[src/rtl/core/klk_pkg.sv]
`timescale 1ns / 1ps
`default_nettype none
// ----------------------------------------------------------------------------
// klk_pkg
// Types, codes and sizes shared by the keypad code lock modules.
// ----------------------------------------------------------------------------
package klk_pkg;

  localparam int CODE_DIGITS = 6;
  localparam int CNT_W       = $clog2(CODE_DIGITS + 1);
  localparam int DIGIT_W     = 4;

  localparam logic [DIGIT_W-1:0] KEY_MIN = 4'd1;
  localparam logic [DIGIT_W-1:0] KEY_MAX = 4'd9;

  typedef enum logic [1:0] {
    FUNC_KEY    = 2'd0,
    FUNC_VERIFY = 2'd1,
    FUNC_CHANGE = 2'd2,
    FUNC_NONE   = 2'd3
  } func_t;

  typedef enum logic [2:0] {
    ST_NONE     = 3'd0,
    ST_UNLOCKED = 3'd1,
    ST_DENIED   = 3'd2,
    ST_OLD_OK   = 3'd3,
    ST_CHANGED  = 3'd4
  } status_t;

  typedef enum logic [1:0] {
    SM_IDLE   = 2'd0,
    SM_VERIFY = 2'd1,
    SM_OLD    = 2'd2,
    SM_NEW    = 2'd3
  } session_t;

  typedef enum logic [3:0] {
    MODE_IDLE   = 4'b0001,
    MODE_VERIFY = 4'b0010,
    MODE_OLD    = 4'b0100,
    MODE_NEW    = 4'b1000
  } mode_t;

  typedef struct packed {
    logic [1:0]         func;
    logic [DIGIT_W-1:0] key_value;
  } in_item_t;

  typedef struct packed {
    logic [2:0] status;
    logic [2:0] digits_entered;
    logic [1:0] session_mode;
  } out_item_t;

  typedef struct packed {
    logic [DIGIT_W-1:0] key;
    logic               commit;
  } cell_ctl_t;

endpackage
`default_nettype wire

[src/rtl/core/keypad_code_lock.sv]
`timescale 1ns / 1ps
`default_nettype none
// ----------------------------------------------------------------------------
// keypad_code_lock
// Six-digit keypad code lock: verifies an entered code or changes it after
// the old code is checked, using a row of digit cells with a match chain.
// ----------------------------------------------------------------------------
// an accepted item's result is registered in the output or skid register
// throughput: one item per cycle while in_stall is low; a two-entry output
//   stage (register + skid) keeps input open while one result waits
// the match decision is an and-chain through the digit cells in the same cycle
// reset: synchronous, mode to idle; count, entered and stored digits to zero
module keypad_code_lock (
  input  wire logic               clk,
  input  wire logic               rst_n,
  input  wire logic               in_valid,
  output logic                    in_stall,
  input  wire klk_pkg::in_item_t  in_item,
  output logic                    out_valid,
  input  wire logic               out_stall,
  output klk_pkg::out_item_t      out_item
);

  localparam int N = klk_pkg::CODE_DIGITS;

  klk_pkg::mode_t                mode_r, mode_nxt;
  logic [klk_pkg::CNT_W-1:0]     count_r, count_nxt;
  logic                          out_v_r, skid_v_r;
  klk_pkg::out_item_t            out_r, skid_r;
  klk_pkg::out_item_t            res;
  klk_pkg::status_t              status;
  klk_pkg::session_t             sess;
  klk_pkg::cell_ctl_t            ctl;
  logic [N-1:0]                  wr_en;
  logic [N:0]                    chain;
  logic                          acc, digit, last, out_fire;

  assign in_stall  = skid_v_r;
  assign acc       = in_valid & ~in_stall;
  assign out_fire  = out_v_r & ~out_stall;
  assign out_valid = out_v_r;
  assign out_item  = out_r;

  assign digit = acc && (in_item.func == klk_pkg::FUNC_KEY)
              && (in_item.key_value >= klk_pkg::KEY_MIN)
              && (in_item.key_value <= klk_pkg::KEY_MAX)
              && (mode_r != klk_pkg::MODE_IDLE);
  assign last  = digit && (count_r == klk_pkg::CNT_W'(N - 1));

  assign ctl.key    = in_item.key_value;
  assign ctl.commit = last && (mode_r == klk_pkg::MODE_NEW);

  assign chain[0] = 1'b1;

  genvar k;
  generate
    for (k = 0; k < N; k++) begin : g_cell
      assign wr_en[k] = digit && (count_r == klk_pkg::CNT_W'(k));
      klk_cell u_cell (
        .clk       (clk),
        .rst_n     (rst_n),
        .ctl       (ctl),
        .wr_en     (wr_en[k]),
        .match_in  (chain[k]),
        .match_out (chain[k+1])
      );
    end
  endgenerate

  always_comb begin
    mode_nxt  = mode_r;
    count_nxt = count_r;
    status    = klk_pkg::ST_NONE;
    if (acc && in_item.func == klk_pkg::FUNC_VERIFY) begin
      mode_nxt  = klk_pkg::MODE_VERIFY;
      count_nxt = '0;
    end else if (acc && in_item.func == klk_pkg::FUNC_CHANGE) begin
      mode_nxt  = klk_pkg::MODE_OLD;
      count_nxt = '0;
    end else if (last) begin
      count_nxt = '0;
      mode_nxt  = klk_pkg::MODE_IDLE;
      unique case (mode_r)
        klk_pkg::MODE_VERIFY: begin
          status = chain[N] ? klk_pkg::ST_UNLOCKED : klk_pkg::ST_DENIED;
        end
        klk_pkg::MODE_OLD: begin
          if (chain[N]) begin
            status   = klk_pkg::ST_OLD_OK;
            mode_nxt = klk_pkg::MODE_NEW;
          end else begin
            status = klk_pkg::ST_DENIED;
          end
        end
        klk_pkg::MODE_NEW: begin
          status = klk_pkg::ST_CHANGED;
        end
        default: begin
          status   = klk_pkg::ST_NONE;
          mode_nxt = mode_r;
        end
      endcase
    end else if (digit) begin
      count_nxt = count_r + klk_pkg::CNT_W'(1);
    end
  end

  always_comb begin
    unique case (mode_nxt)
      klk_pkg::MODE_IDLE:   sess = klk_pkg::SM_IDLE;
      klk_pkg::MODE_VERIFY: sess = klk_pkg::SM_VERIFY;
      klk_pkg::MODE_OLD:    sess = klk_pkg::SM_OLD;
      klk_pkg::MODE_NEW:    sess = klk_pkg::SM_NEW;
      default:              sess = klk_pkg::SM_IDLE;
    endcase
    res.status         = status;
    res.digits_entered = 3'(count_nxt);
    res.session_mode   = sess;
  end

  always_ff @(posedge clk) begin
    if (!rst_n) begin
      mode_r   <= klk_pkg::MODE_IDLE;
      count_r  <= '0;
      out_v_r  <= 1'b0;
      skid_v_r <= 1'b0;
    end else begin
      mode_r  <= mode_nxt;
      count_r <= count_nxt;
      if (out_fire || !out_v_r) begin
        if (skid_v_r) begin
          out_v_r  <= 1'b1;
          skid_v_r <= 1'b0;
        end else begin
          out_v_r <= acc;
        end
      end else if (acc) begin
        skid_v_r <= 1'b1;
      end
    end
  end

  // payload of output stage
  always_ff @(posedge clk) begin
    if (out_fire || !out_v_r) begin
      if (skid_v_r) begin
        out_r <= skid_r;
      end else if (acc) begin
        out_r <= res;
      end
    end else if (acc) begin
      skid_r <= res;
    end
  end

  a_skid_needs_out: assert property (@(posedge clk) disable iff (!rst_n)
    skid_v_r |-> out_v_r)
    else $error("skid holds an item while output register is empty");

  a_count_range: assert property (@(posedge clk) disable iff (!rst_n)
    count_r < klk_pkg::CNT_W'(N))
    else $error("entry count out of range");

  a_begin_clears: assert property (@(posedge clk) disable iff (!rst_n)
    (acc && (in_item.func == klk_pkg::FUNC_VERIFY ||
             in_item.func == klk_pkg::FUNC_CHANGE)) |=> (count_r == '0))
    else $error("begin command did not clear entry count");

  a_idle_no_count: assert property (@(posedge clk) disable iff (!rst_n)
    (mode_r == klk_pkg::MODE_IDLE) |-> (count_r == '0))
    else $error("entry count nonzero while idle");

endmodule
`default_nettype wire

[src/rtl/core/klk_cell.sv]
`timescale 1ns / 1ps
`default_nettype none
// ----------------------------------------------------------------------------
// klk_cell
// One digit position: holds the entered digit and the stored code digit and
// extends the match chain from its neighbor.
// ----------------------------------------------------------------------------
module klk_cell (
  input  wire logic               clk,
  input  wire logic               rst_n,
  input  wire klk_pkg::cell_ctl_t ctl,
  input  wire logic               wr_en,
  input  wire logic               match_in,
  output logic                    match_out
);

  logic [klk_pkg::DIGIT_W-1:0] entry_r, entry_nxt;
  logic [klk_pkg::DIGIT_W-1:0] stored_r, stored_nxt;

  always_comb begin
    entry_nxt  = wr_en ? ctl.key : entry_r;
    stored_nxt = ctl.commit ? entry_nxt : stored_r;
    match_out  = match_in & (entry_nxt == stored_r);
  end

  always_ff @(posedge clk) begin
    if (!rst_n) begin
      entry_r  <= '0;
      stored_r <= '0;
    end else begin
      entry_r  <= entry_nxt;
      stored_r <= stored_nxt;
    end
  end

endmodule
`default_nettype wire

[config.mk]
export PLATFORM = sky130hd
export DESIGN_NAME = keypad_code_lock
export DESIGN_NICKNAME = d
export VERILOG_FILES = /design/src/rtl/core/klk_pkg.sv /design/src/rtl/core/keypad_code_lock.sv /design/src/rtl/core/klk_cell.sv
export SDC_FILE = /design/constraint.sdc
export NUM_CORES = 1
export LEC_CHECK = 0
export BUFFER_PORTS_ARGS = -buffer_cell sky130_fd_sc_hd__buf_2
export CORE_UTILIZATION = 35
export DETAILED_ROUTE_END_ITERATION = 6
export SLEW_MARGIN = 20
export SYNTH_ARGS = -nofsm -noshare
export SYNTH_HDL_FRONTEND = slang
export SYNTH_SLANG_ARGS = --single-unit
[constraint.sdc]
create_clock -name clk -period 3.8 [get_ports clk]
set_input_delay 0.19 -clock clk [delete_from_list [all_inputs] [get_ports clk]]
set_output_delay 0.19 -clock clk [all_outputs]
set_load 0.05 [all_outputs]
* Word-level counts from Yosys, hierarchy flattened *
Index checks and enable logic that the tools add are counted.

word-level totals
  flip-flop bits (word level) = 73
  input bits = 10
  output and inout bits = 10
  word-level logic and storage cells = 103

operators by class
  add/subtract/negate cells = 1
  magnitude comparators = 2
  eq/ne operators = 20
  muxes and demuxes = 25
  bitwise gates (word level) = 11
  reductions and logical operators = 22

operator list
  cell                 count
  $mux 4               10
  $eq 4x4->1           6
  $mux 3               7
  $mux 8               2
  $logic_and 1x1->1    13
  $pmux 3 s3           1
  $eq 4x2->1 const B   2
  $eq 4x3->1 const B   2
  $eq 4x4->1 const B   2
  $pmux 4 s2           1
  $and 1x1->1          7
  $eq 3x2->1 const B   2
  $eq 3x3->1 const B   2
  $pmux 2 s3           1
  $ge 4x1->1 const B   1
  $le 4x4->1 const B   1
  $ne 4x1->1 const B   1
  $not 1->1            4
  $reduce_and 2->1     2
  $reduce_or 2->1      2
  $add 3x1->3 const B  1
  $eq 3x1->1 const B   1
  $logic_not 3->1      1
  $eq 2x1->1 const B   1
  7 further kinds      8

* Depth between registers and ports, before layout *
Gate-level depths: netlist (run 1).

  depth in word-level cells = 23
  depth in mapped cells = 12
  gate-level depth less buffers = 11

* By module *
From an unflattened synthesis (run 1), not the netlist that was laid out.

second synthesis, totals
  cell total of the unflattened synthesis = 323
  area total of the unflattened synthesis = 3602.2 um^2

modules (own cells, without submodules)
  module            instances  cells an instance  area an instance (um^2)  sequential area each (um^2)
  klk_cell          6          33                 374.1                    160.2
  keypad_code_lock  1          125                1357.6                   660.6

* Least setup slack after synthesis (run 1) *
Ideal clock, no wire load.

  path type = register to register
  start = register skid_v_r, in the netlist in_stall
  end = register out_r (netlist bit out_item[1]) (data pin)
  setup time = 0.260 ns
  arrival time = 3.138 ns
  data required time = 3.540 ns
  setup slack = 0.402 ns
  cell stages (with the launch flop) = 10
  path buffers = 0
  period minus slack after synthesis = 3.398 ns
  cell sequence = dfxtp_1 nor4b_4 nand4_4 nor2_2 o32ai_1 or4b_1 or4_4 o31ai_4 xnor2_1 o21ai_1

between the ends
  cells in the longest elaborated chain, start to end = 23
  elaborated cells between the ends (all ways) = 42
  classes of those cells = eq/ne (9); mux (14); bitwise (7); reduce/logical (12)

RTL lines
  element                                   line                     text
  start: declaration                        keypad_code_lock.sv:28   logic out_v_r, skid_v_r;
  start signal: assignment                  keypad_code_lock.sv:126  skid_v_r <= 1'b0;
  start signal: assignment                  keypad_code_lock.sv:133  skid_v_r <= 1'b0;
  start signal: assignment                  keypad_code_lock.sv:138  skid_v_r <= 1'b1;
  $not 1->1                                 keypad_code_lock.sv:39   assign acc = in_valid & ~in_stall;
  $and 1x1->1                               keypad_code_lock.sv:39
  $logic_and 1x1->1                         keypad_code_lock.sv:44   assign digit = acc && (in_item.func == klk_pkg::FUNC_KEY)
  $logic_and 1x1->1                         keypad_code_lock.sv:45   && (in_item.key_value >= klk_pkg::KEY_MIN)
  $logic_and 1x1->1                         keypad_code_lock.sv:46   && (in_item.key_value <= klk_pkg::KEY_MAX)
  $logic_and 1x1->1                         keypad_code_lock.sv:47   && (mode_r != klk_pkg::MODE_IDLE);
  $logic_and 1x1->1                         keypad_code_lock.sv:58   assign wr_en[k] = digit && (count_r == klk_pkg::CNT_W'(k));
  $mux 4                                    klk_cell.sv:21           entry_nxt = wr_en ? ctl.key : entry_r;
  [... 7 more ...]                          n/a
  $pmux 4 s2                                keypad_code_lock.sv:83   unique case (mode_r)
  $mux 4                                    keypad_code_lock.sv:80   end else if (last) begin
  $mux 4                                    keypad_code_lock.sv:77   end else if (acc && in_item.func == klk_pkg::FUNC_CHANGE) begin
  $mux 4                                    keypad_code_lock.sv:74   if (acc && in_item.func == klk_pkg::FUNC_VERIFY) begin
  $eq 4x4->1, or another cell as far along  keypad_code_lock.sv:109  unique case (mode_nxt)
  $pmux 2 s3                                keypad_code_lock.sv:109
  $mux 8                                    keypad_code_lock.sv:148  end else if (acc) begin
  $mux 8 *                                  keypad_code_lock.sv:146  if (skid_v_r) begin
  end signal: assignment                    keypad_code_lock.sv:147  out_r <= skid_r;
  end signal: assignment                    keypad_code_lock.sv:149  out_r <= res;
  end: declaration                          keypad_code_lock.sv:29   klk_pkg::out_item_t out_r, skid_r;

Every way passes the cells marked *; elsewhere a longest branch is shown, timed or not. The select of a mux whose other input is x is not followed.
A chain may end at the register's enable or synchronous reset.

* Final worst setup path (run 1) *
  start = register mode_r[0]
  end = register out_r (netlist bit out_item[0]) (data pin)

between the ends
  cells in the longest elaborated chain, start to end = 19
  elaborated cells between the ends (all ways) = 40
  classes of those cells = eq/ne (13); mux (14); bitwise (5); reduce/logical (8)

RTL lines
  element                                   line                     text
  start: declaration                        keypad_code_lock.sv:26   klk_pkg::mode_t mode_r, mode_nxt;
  start signal: assignment                  keypad_code_lock.sv:123  mode_r <= klk_pkg::MODE_IDLE;
  start signal: assignment                  keypad_code_lock.sv:128  mode_r <= mode_nxt;
  $ne 4x1->1                                keypad_code_lock.sv:47
  $logic_and 1x1->1                         keypad_code_lock.sv:47
  $logic_and 1x1->1                         keypad_code_lock.sv:58
  $mux 4                                    klk_cell.sv:21
  $eq 4x4->1                                klk_cell.sv:23           match_out = match_in & (entry_nxt == stored_r);
  $and 1x1->1 (5 in a row)                  klk_cell.sv:23
  $mux 4                                    keypad_code_lock.sv:88   if (chain[N]) begin
  $pmux 4 s2                                keypad_code_lock.sv:83
  $mux 4 *                                  keypad_code_lock.sv:80
  $mux 4 *                                  keypad_code_lock.sv:77
  $mux 4 *                                  keypad_code_lock.sv:74
  $eq 4x4->1, or another cell as far along  keypad_code_lock.sv:109
  $pmux 2 s3 *                              keypad_code_lock.sv:109
  $mux 8 *                                  keypad_code_lock.sv:148
  $mux 8 *                                  keypad_code_lock.sv:146

Marked as above.

==> results of run 1 <==
==> layout by cell type, fill, tap and decap left out, drive strengths merged, types with 7 or more instances in the layout <==
master / n
dfxtp: 57
nand2: 55
buf: 30
nor2b: 27
nor2: 25
o211a: 20
inv: 17
a21oi: 16
mux2i: 16
edfxtp: 16
xnor2: 14
o21ai: 12
and2: 11
a21boi: 10
nand2b: 9
clkbuf: 9
nor3: 8
nand3: 7
==> worst max-delay path: stages (launching register included) <==
cell and delay, ns:
dfxtp_1 0.46, or4b_4 0.53, nand4_4 0.27, nor2_2 0.15, a221oi_1 0.29, or4b_1 0.47, or4_4 0.59, o31ai_4 0.35
xnor2_1 0.19, o21ai_1 0.10
==> flip-flops by register name, indices dropped and copies added, names as in the netlist <==
register,cells
in_stall,1
out_valid,1
mode_r,4
out_item,8
g_cell.u_cell.stored_r,24
skid_r,8
count_r,3
g_cell.u_cell.entry_r,24
==> cell type report <==
class                           instances  area (µm²)
Timing Repair Buffer                   30         178
Multi-Input combinational cell        303        2060
Fill cell                            1057        6160
Sequential cell                        73        1620
Inverter                               17        63.8
Clock buffer                            9         124
Tap cell                              136         170
Clock inverter                          7        85.1
==> stage by stage <==
step	std cells	worst slack, ns	total power (µW)	hold slack [ns]
3_5_place_dp	559	0.212	965	0.479
4_1_cts	575	0.181	1620	0.137
2_1_floorplan	416	0.402	927	0.362
5_1_grt	575	0.0210	1670	0.143
6_report	575	0.167	1600	0.154
3_3_place_gp	559	0.278	963	0.473
==> kinds of logic (layout without fill, tap and decap cells) <==
group           count (synthesis)  count (layout)
mux                            17              17
fa+ha+maj                       5               5
buf+inv                        40              63
xor+xnor                       19              19
compound gates                 98              98
simple gates                  164             164
flops                          73              73
==> routing by layer <==
metal	track usage (%)	part of all wire (%)
met1	21.7	46
met4	6.75	2.0
met3	3.71	4.2
met2	29.0	47
met5	0	0
==> power breakdown <==
group          internal [µW]  switching, µW  leakage [µW]
Clock                    363            289      0.000104
Combinational           46.6           92.5       0.00107
Sequential               803           8.19      0.000618
==> worst paths after layout <==
kind / cells past startpoint / endpoint / slack [ns]
max: 9 / out_item[0]$_DFFE_PP_ / 0.17
min: 3 / in_stall$_SDFFE_PP0P_ / 0.15
max reg2reg: 9 / out_item[0]$_DFFE_PP_ / 0.17
min reg2reg: 2 / g_cell[5].u_cell.entry_r[1]$_SDFF_PN0_ / 0.49
==> repair_timing <==
item / 4_1_cts / 5_1_grt
endpoints found under the hold margin: 0 / 0
endpoints found under the setup margin: 0 / 4
gates resized for setup: 0 / 1
hold buffers: 0 / 0
==> flow_summary.ini, run 1 <==
[outcome]
status = finished clean

[finish]
stdcell_area_mm2 = 0.00430
n_antenna_cell = 0
area_growth_pct = 12.1
layout.nets = 449
final_core_util_pct = 41.1
layout-drive-gt1-share_pct = 13.2

[grt]
grt_max_degree = 58
grt_pass1_wl_um = 15300
grt_pass1_vias = 2998
grt.total_usage_pct = 17.3
overflow = 0
grt_antenna_before_repair = 0

[synth]
synth_fa_ha_area_share_pct = 1.63
synthesis.nets = 431
yosysTopAreaCell = dfxtp_1
synth_top_area_share_pct = 29.7
synth_most_common_cell = dfxtp_1
synth_compound_area_share_pct = 19.9
ys_warn_count = 0
synth-async-reset-ratio_pct = 0
ys.flop_type = dfxtp_1
yosys-mux-area-fraction_pct = 4.46
syn_area_mm2 = 0.00384
synth_simple_gate_area_share_pct = 23.0
ys_seq_area_share_pct = 42.2
synth_area_leaders = dfxtp_1, edfxtp_1, nand2_1
synth_edf_count = 16
synth_cells = 416
syn_area_per_cell_um2 = 9.23
synth_xor_area_share_pct = 4.33
ys_types = 58
synth.top_cells.by_count = dfxtp_1, nand2_1, nor2b_1
synth_top_family_by_area = simple AND/OR/NAND/NOR gates
synth-seq-cells = 73

[detailed_routing]
vias = 3098
firstDrtPassIters = 4
wl_per_cell_um = 15.8
avgViaCountPerCell = 5.39
drt_wl_total_um = 9100
drt_iter0_markers = 164
drc = 0
antenna_left = 0

[placement]
postPlaceCellArea_mm2 = 0.00408
dp_hpwl_um = 6490
place.gp.congestion = 0.949
portBuffers = 19

[floorplan]
die_x_um = 107
die_area_mm2 = 0.0114
rows = 37
initial_core_util_pct = 36.7
core-area_mm2 = 0.0105
ios = 20
die_h_um = 107

[clocking]
clock_path_buffers = 2
clk_latency_ns = 0.35
root_buffer = clkbuf_8
htreeDepth = 3
cts_tree = built
cts_setup_buffers = 0
clock_sinks = 73
clk_transition_reported_paths_ns = 0.08
cts_made_buffers = 9

[critical_path]
crit_arrival_ns = 3.74
path_max_fanout = 20
end_kind = register
worst-setup-path-type = register to register
start_kind = register
r2r_start = mode_r[0]$_SDFF_PN1_
crit_start = mode_r[0]$_SDFF_PN1_
worst-endpoint-required_ns = 3.91

[sta]
slew_headroom_pct = 38.6
fmax_mhz = 275
finalSetupTns_ns = 0
skew_ns = 0.0101
worstMarginPinSlew_ns = 0.921
grt_setup_unrepaired = false
slew_violations = 0
final.period_utilization_pct = 95.6
hold_viol = 0
fin_crit_ns = 3.63
setup_viol = 0

[power]
leakagePower_uw = 0.00179
power.density_mw_per_mm2 = 372
peakVddDrop_uv = 237

[min_path]
min_path_type = primary input to register
hp-start = out_stall

[run]
maxCapViolCount = 0
Note: power is estimated with default switching activity, not from simulation.
==> run 2, diff against run 1 <==
- clock period: 3.8 -> 3.1 ns (I/O delays scaled with it)
==> flow_summary.ini, run 2 (synthesis results as in run 1) <==
[sta]
fin_crit_ns = 3.18
slew_headroom_pct = 41.7
hold_viol = 0
final.period_utilization_pct = 103
worst_slack_ns = -0.0831
fmax_mhz = 314
worstMarginPinSlew_ns = 0.874
grt_setup_unrepaired = true
skew_ns = 0.0110
finalSetupTns_ns = -0.324
setup_viol = 5
slew_violations = 0

[floorplan]
die_area_mm2 = 0.0114
core-area_mm2 = 0.0105
rows = 37
ios = 20
initial_core_util_pct = 36.7
die_x_um = 107
die_h_um = 107

[critical_path]
worst-setup-path-type = register to register
cpPeakStageDelay_ns = 0.60
end_kind = register
path_max_fanout = 5
cp_cell_sequence = or4b_4 -> nand4_4 -> nor2_4 -> a221oi_1 -> or4b_1 -> or4_4 -> o31ai_4 -> xnor2_1 -> o21ai_1
crit_arrival_ns = 3.29
slowest_stage = or4b_4
worst-endpoint-required_ns = 3.21
start_kind = register

[grt]
overflow = 0
grt.total_usage_pct = 18.5
grt_antenna_before_repair = 0
grt_pass1_wl_um = 16300
grt_pass1_vias = 3228
grt_max_degree = 58

[finish]
layout-drive-gt1-share_pct = 23.3
layout.nets = 487
n_antenna_cell = 0
final_core_util_pct = 45.3
reg.largest.list = g_cell.u_cell.entry_r: 24 flops, g_cell.u_cell.stored_r: 24 flops
area_growth_pct = 23.4
layout_common_cells = nand2_1, dfxtp_1, buf_4

[detailed_routing]
vias = 3260
drt_wl_total_um = 9670
firstDrtPassIters = 5
wl_per_cell_um = 15.8
antenna_left = 0
drt_iter0_markers = 198
avgViaCountPerCell = 5.32
drc = 0

[placement]
portBuffers = 19
place.gp.congestion = 0.940
dp_hpwl_um = 7080

[power]
totalPowerFinal_uw = 2130
peakVddDrop_uv = 265
power.density_mw_per_mm2 = 450
leakagePower_uw = 0.00203

[clocking]
cts_made_buffers = 9
clk_transition_reported_paths_ns = 0.08
clk_latency_ns = 0.36
clock_path_buffers = 2
htreeDepth = 3
cts_tree = built
root_buffer = clkbuf_8
clock_sinks = 73

[run]
maxCapViolCount = 0

[outcome]
status = finished with violations
failed_checks = negative setup slack

[min_path]
min_path_type = primary input to register
-- run 2: stage by stage --
stage                     setup WS (ns)  hold slack, ns  std cells  instance area, µm²
after global routing             -0.214           0.103        613                4740
after CTS                       -0.0707          0.0827        610                4640
after detailed placement         -0.140           0.469        590                4350
after global placement          -0.0207           0.462        590                4350
final                           -0.0831          0.0978        613                4740
after floorplan                 -0.0375           0.320        416                3870
-- run 2: final timing paths --
kind | slack, ns | endpoint | cells after the start | start
worst max-delay path | -0.08 | out_item[1]$_DFFE_PP_ | 9 | mode_r[1]$_SDFF_PN0_
worst min-delay path | 0.1 | in_stall$_SDFFE_PP0P_ | 3 | out_stall
worst max register to register | -0.08 | out_item[1]$_DFFE_PP_ | 9 | mode_r[1]$_SDFF_PN0_
worst min register to register | 0.49 | g_cell[5].u_cell.entry_r[0]$_SDFF_PN0_ | 2 | g_cell[5].u_cell.entry_r[0]$_SDFF_PN0_
-- run 2: per-layer routing --
layer  global-route usage (%)  vias to the layer above  wire [µm]
li1                         -                     1605          -
met1                     23.5                     1551       4420
met2                     30.2                       80       4610
met3                     3.40                       24        397
met4                     8.61                        0        248
met5                        0                        -          0
-- run 2: worst max-delay path, delay by kind of cell, from the launching register on --
kind	cells	cell delay, ns
flops	1	0.32
compound gates	3	0.60
simple gates	5	1.82
xor+xnor	1	0.18
-- run 2: cell type report --
| type | instances | area, µm² |
|---|---|---|
| Fill cell | 1024 | 5730 |
| Multi-Input combinational cell | 305 | 2160 |
| Sequential cell | 73 | 1620 |
| Timing Repair Buffer | 66 | 472 |
| Tap cell | 136 | 170 |
| Clock inverter | 7 | 126 |
| Clock buffer | 9 | 124 |
| Inverter | 17 | 63.8 |
-- run 2: what timing repair did --
item / CTS / global route
buffers inserted: 3 / 2
pin swaps: 2 / 6
gates cloned: 1 / 1
setup endpoints to repair: 5 / 10
hold buffers: 0 / 0
resized for setup: 2 / 17
-- run 2: power by group --
| group | switching (µW) | internal, µW | total, µW | leakage, µW |
|---|---|---|---|---|
| sequential | 5.24 | 984 | 990 | 0.000619 |
| combinational | 129 | 77.5 | 207 | 0.00129 |
| clock | 394 | 544 | 938 | 0.000122 |
==> run 3, diff against run 2 <==
- CORE_ASPECT_RATIO: default -> 0.5
==> flow_summary.ini, run 3 (synthesis results as in run 1) <==
[outcome]
status = finished with violations
failed_checks = negative setup slack

[floorplan]
initial_core_util_pct = 36.8
ios = 20
die_h_um = 76.1
core-area_mm2 = 0.0104
rows = 26
die_x_um = 150
die_area_mm2 = 0.0114

[detailed_routing]
antenna_left = 0
wl_per_cell_um = 15.2
vias = 3206
drt_wl_total_um = 9400
highest_layer = met4
wl_met2_um = 4350
avgViaCountPerCell = 5.19
drt-met1-wl_um = 4590
firstDrtPassIters = 4
drc = 0
drt_iter0_markers = 211
wl_met3_um = 307

[grt]
grt_pass1_vias = 3035
grt_pass1_wl_um = 15300
overflow = 0
grt_max_degree = 58
grt_antenna_before_repair = 0
grt.total_usage_pct = 17.5

[clocking]
clock_sinks = 73
htreeDepth = 3
cts_tree = built
clk_latency_ns = 0.34
cts_made_buffers = 9
holdBufCountCts = 0
clk_transition_reported_paths_ns = 0.06
clock_path_buffers = 2
root_buffer = clkbuf_16

[min_path]
min_path_type = primary input to register
hold_depth = 3
whs_endpoint = in_stall$_SDFFE_PP0P_
hp-start = out_stall

[finish]
fillerInstances = 995
layout_common_cells = dfxtp_1, nand2_1, buf_4
layout_commonest_cell = dfxtp_1
layout.nets = 488
layout-drive-gt1-share_pct = 23.4
reg.largest.list = g_cell.u_cell.entry_r: 24 flops, g_cell.u_cell.stored_r: 24 flops
area_growth_pct = 24.2
stdcell_area_mm2 = 0.00477
n_antenna_cell = 0

[sta]
grt_setup_unrepaired = true
hold_viol = 0
final.period_utilization_pct = 102
setup_viol = 5
slew_violations = 0
slew_headroom_pct = 39.0
finalSetupTns_ns = -0.235
worst_slack_ns = -0.0682
fin_crit_ns = 3.17
fmax_mhz = 316
worstMarginPinSlew_ns = 0.914
skew_ns = 0.00454

[critical_path]
cpPeakStageDelay_ns = 0.59
cp_cell_sequence = or4b_4 -> nand4_4 -> nor2_4 -> a221oi_2 -> or4b_4 -> or4_4 -> o31ai_4 -> xnor2_1 -> o21ai_1
path_max_fanout = 6
cp.depth = 9
slowest_stage = or4b_4
r2r_cells = 9
start_kind = register
cp_top_family = simple AND/OR/NAND/NOR gates
r2r_start = mode_r[1]$_SDFF_PN0_
r2r_end = out_item[0]$_DFFE_PP_
end_kind = register
rrSetupSlack_ns = -0.07
crit_path_frequent_cell = or4b_4
worst-setup-path-type = register to register
crit_arrival_ns = 3.26
worst-endpoint-required_ns = 3.19
crit_buf_inv = 0

[placement]
portBuffers = 19
postPlaceCellArea_mm2 = 0.00437
dp_hpwl_um = 6610
place.gp.congestion = 0.894

[run]
maxCapViolCount = 0

[power]
leakagePower_uw = 0.00201
peakVddDrop_uv = 273
power.density_mw_per_mm2 = 468
==> run 3: tightest hold or removal path, stage by stage <==
cell     delay (ns)
buf_2          0.10
nand2_1        0.10
nor3b_1        0.06
==> run 3: through the flow <==
| stage | power, µW | hold WS, ns | utilization, % | cells | setup slack [ns] |
|---|---|---|---|---|---|
| final | 2230 | 0.113 | 45.7 | 618 | -0.0682 |
| after global routing | 2320 | 0.111 | 45.7 | 618 | -0.191 |
| after CTS | 2250 | 0.102 | 45.2 | 618 | -0.0627 |
| after detailed placement | 1210 | 0.466 | 41.8 | 598 | -0.121 |
| after global placement | 1210 | 0.467 | 41.8 | 598 | -0.0147 |
| after floorplan | 1140 | 0.320 | - | 416 | -0.0375 |
==> run 3: where the power goes <==
| part | internal (µW) | leakage [µW] | switching (µW) | total, µW |
|---|---|---|---|---|
| Sequential | 986 | 0.000619 | 4.98 | 991 |
| Clock | 620 | 0.000137 | 409 | 1030 |
| Combinational | 78.7 | 0.00126 | 130 | 209 |
| Total | 1690 | 0.00201 | 544 | 2230 |
==> run 3: layout make-up <==
type	count	area [µm²]	share of cell area, %
flip-flops and latches	73	1620	34.1
inverters	17	63.8	1.34
clock buffers	9	225	4.72
clock inverters	7	71.3	1.50
repair buffers	67	463	9.71
well taps	140	175	3.67
multi-input cells	305	2150	45.0
==> run 3: how the worst max path moves through the flow <==
stage,to,startpoint,slack [ns]
global placement,out_item[0]$_DFFE_PP_,in_item[1],-0.01
floorplan,out_item[0]$_DFFE_PP_,mode_r[1]$_SDFF_PN0_,-0.04
CTS,out_item[0]$_DFFE_PP_,mode_r[1]$_SDFF_PN0_,-0.06
global route,out_item[1]$_DFFE_PP_,mode_r[1]$_SDFF_PN0_,-0.19
detailed placement,out_item[0]$_DFFE_PP_,in_stall$_SDFFE_PP0P_,-0.12
finish,out_item[0]$_DFFE_PP_,mode_r[1]$_SDFF_PN0_,-0.07
==> run 3: per-layer routing <==
| layer | up-vias | GRT usage, % |
|---|---|---|
| met5 | - | 0 |
| met4 | 0 | 7.88 |
| met3 | 13 | 4.37 |
| met2 | 63 | 27.5 |
| met1 | 1518 | 22.7 |
| li1 | 1612 | - |
==> run 3: repair_timing <==
action	CTS	global route
gates resized for setup	6	13
buffers inserted	2	1
endpoints found under the setup margin	6	10
pin swaps	1	2
cloned	2	0
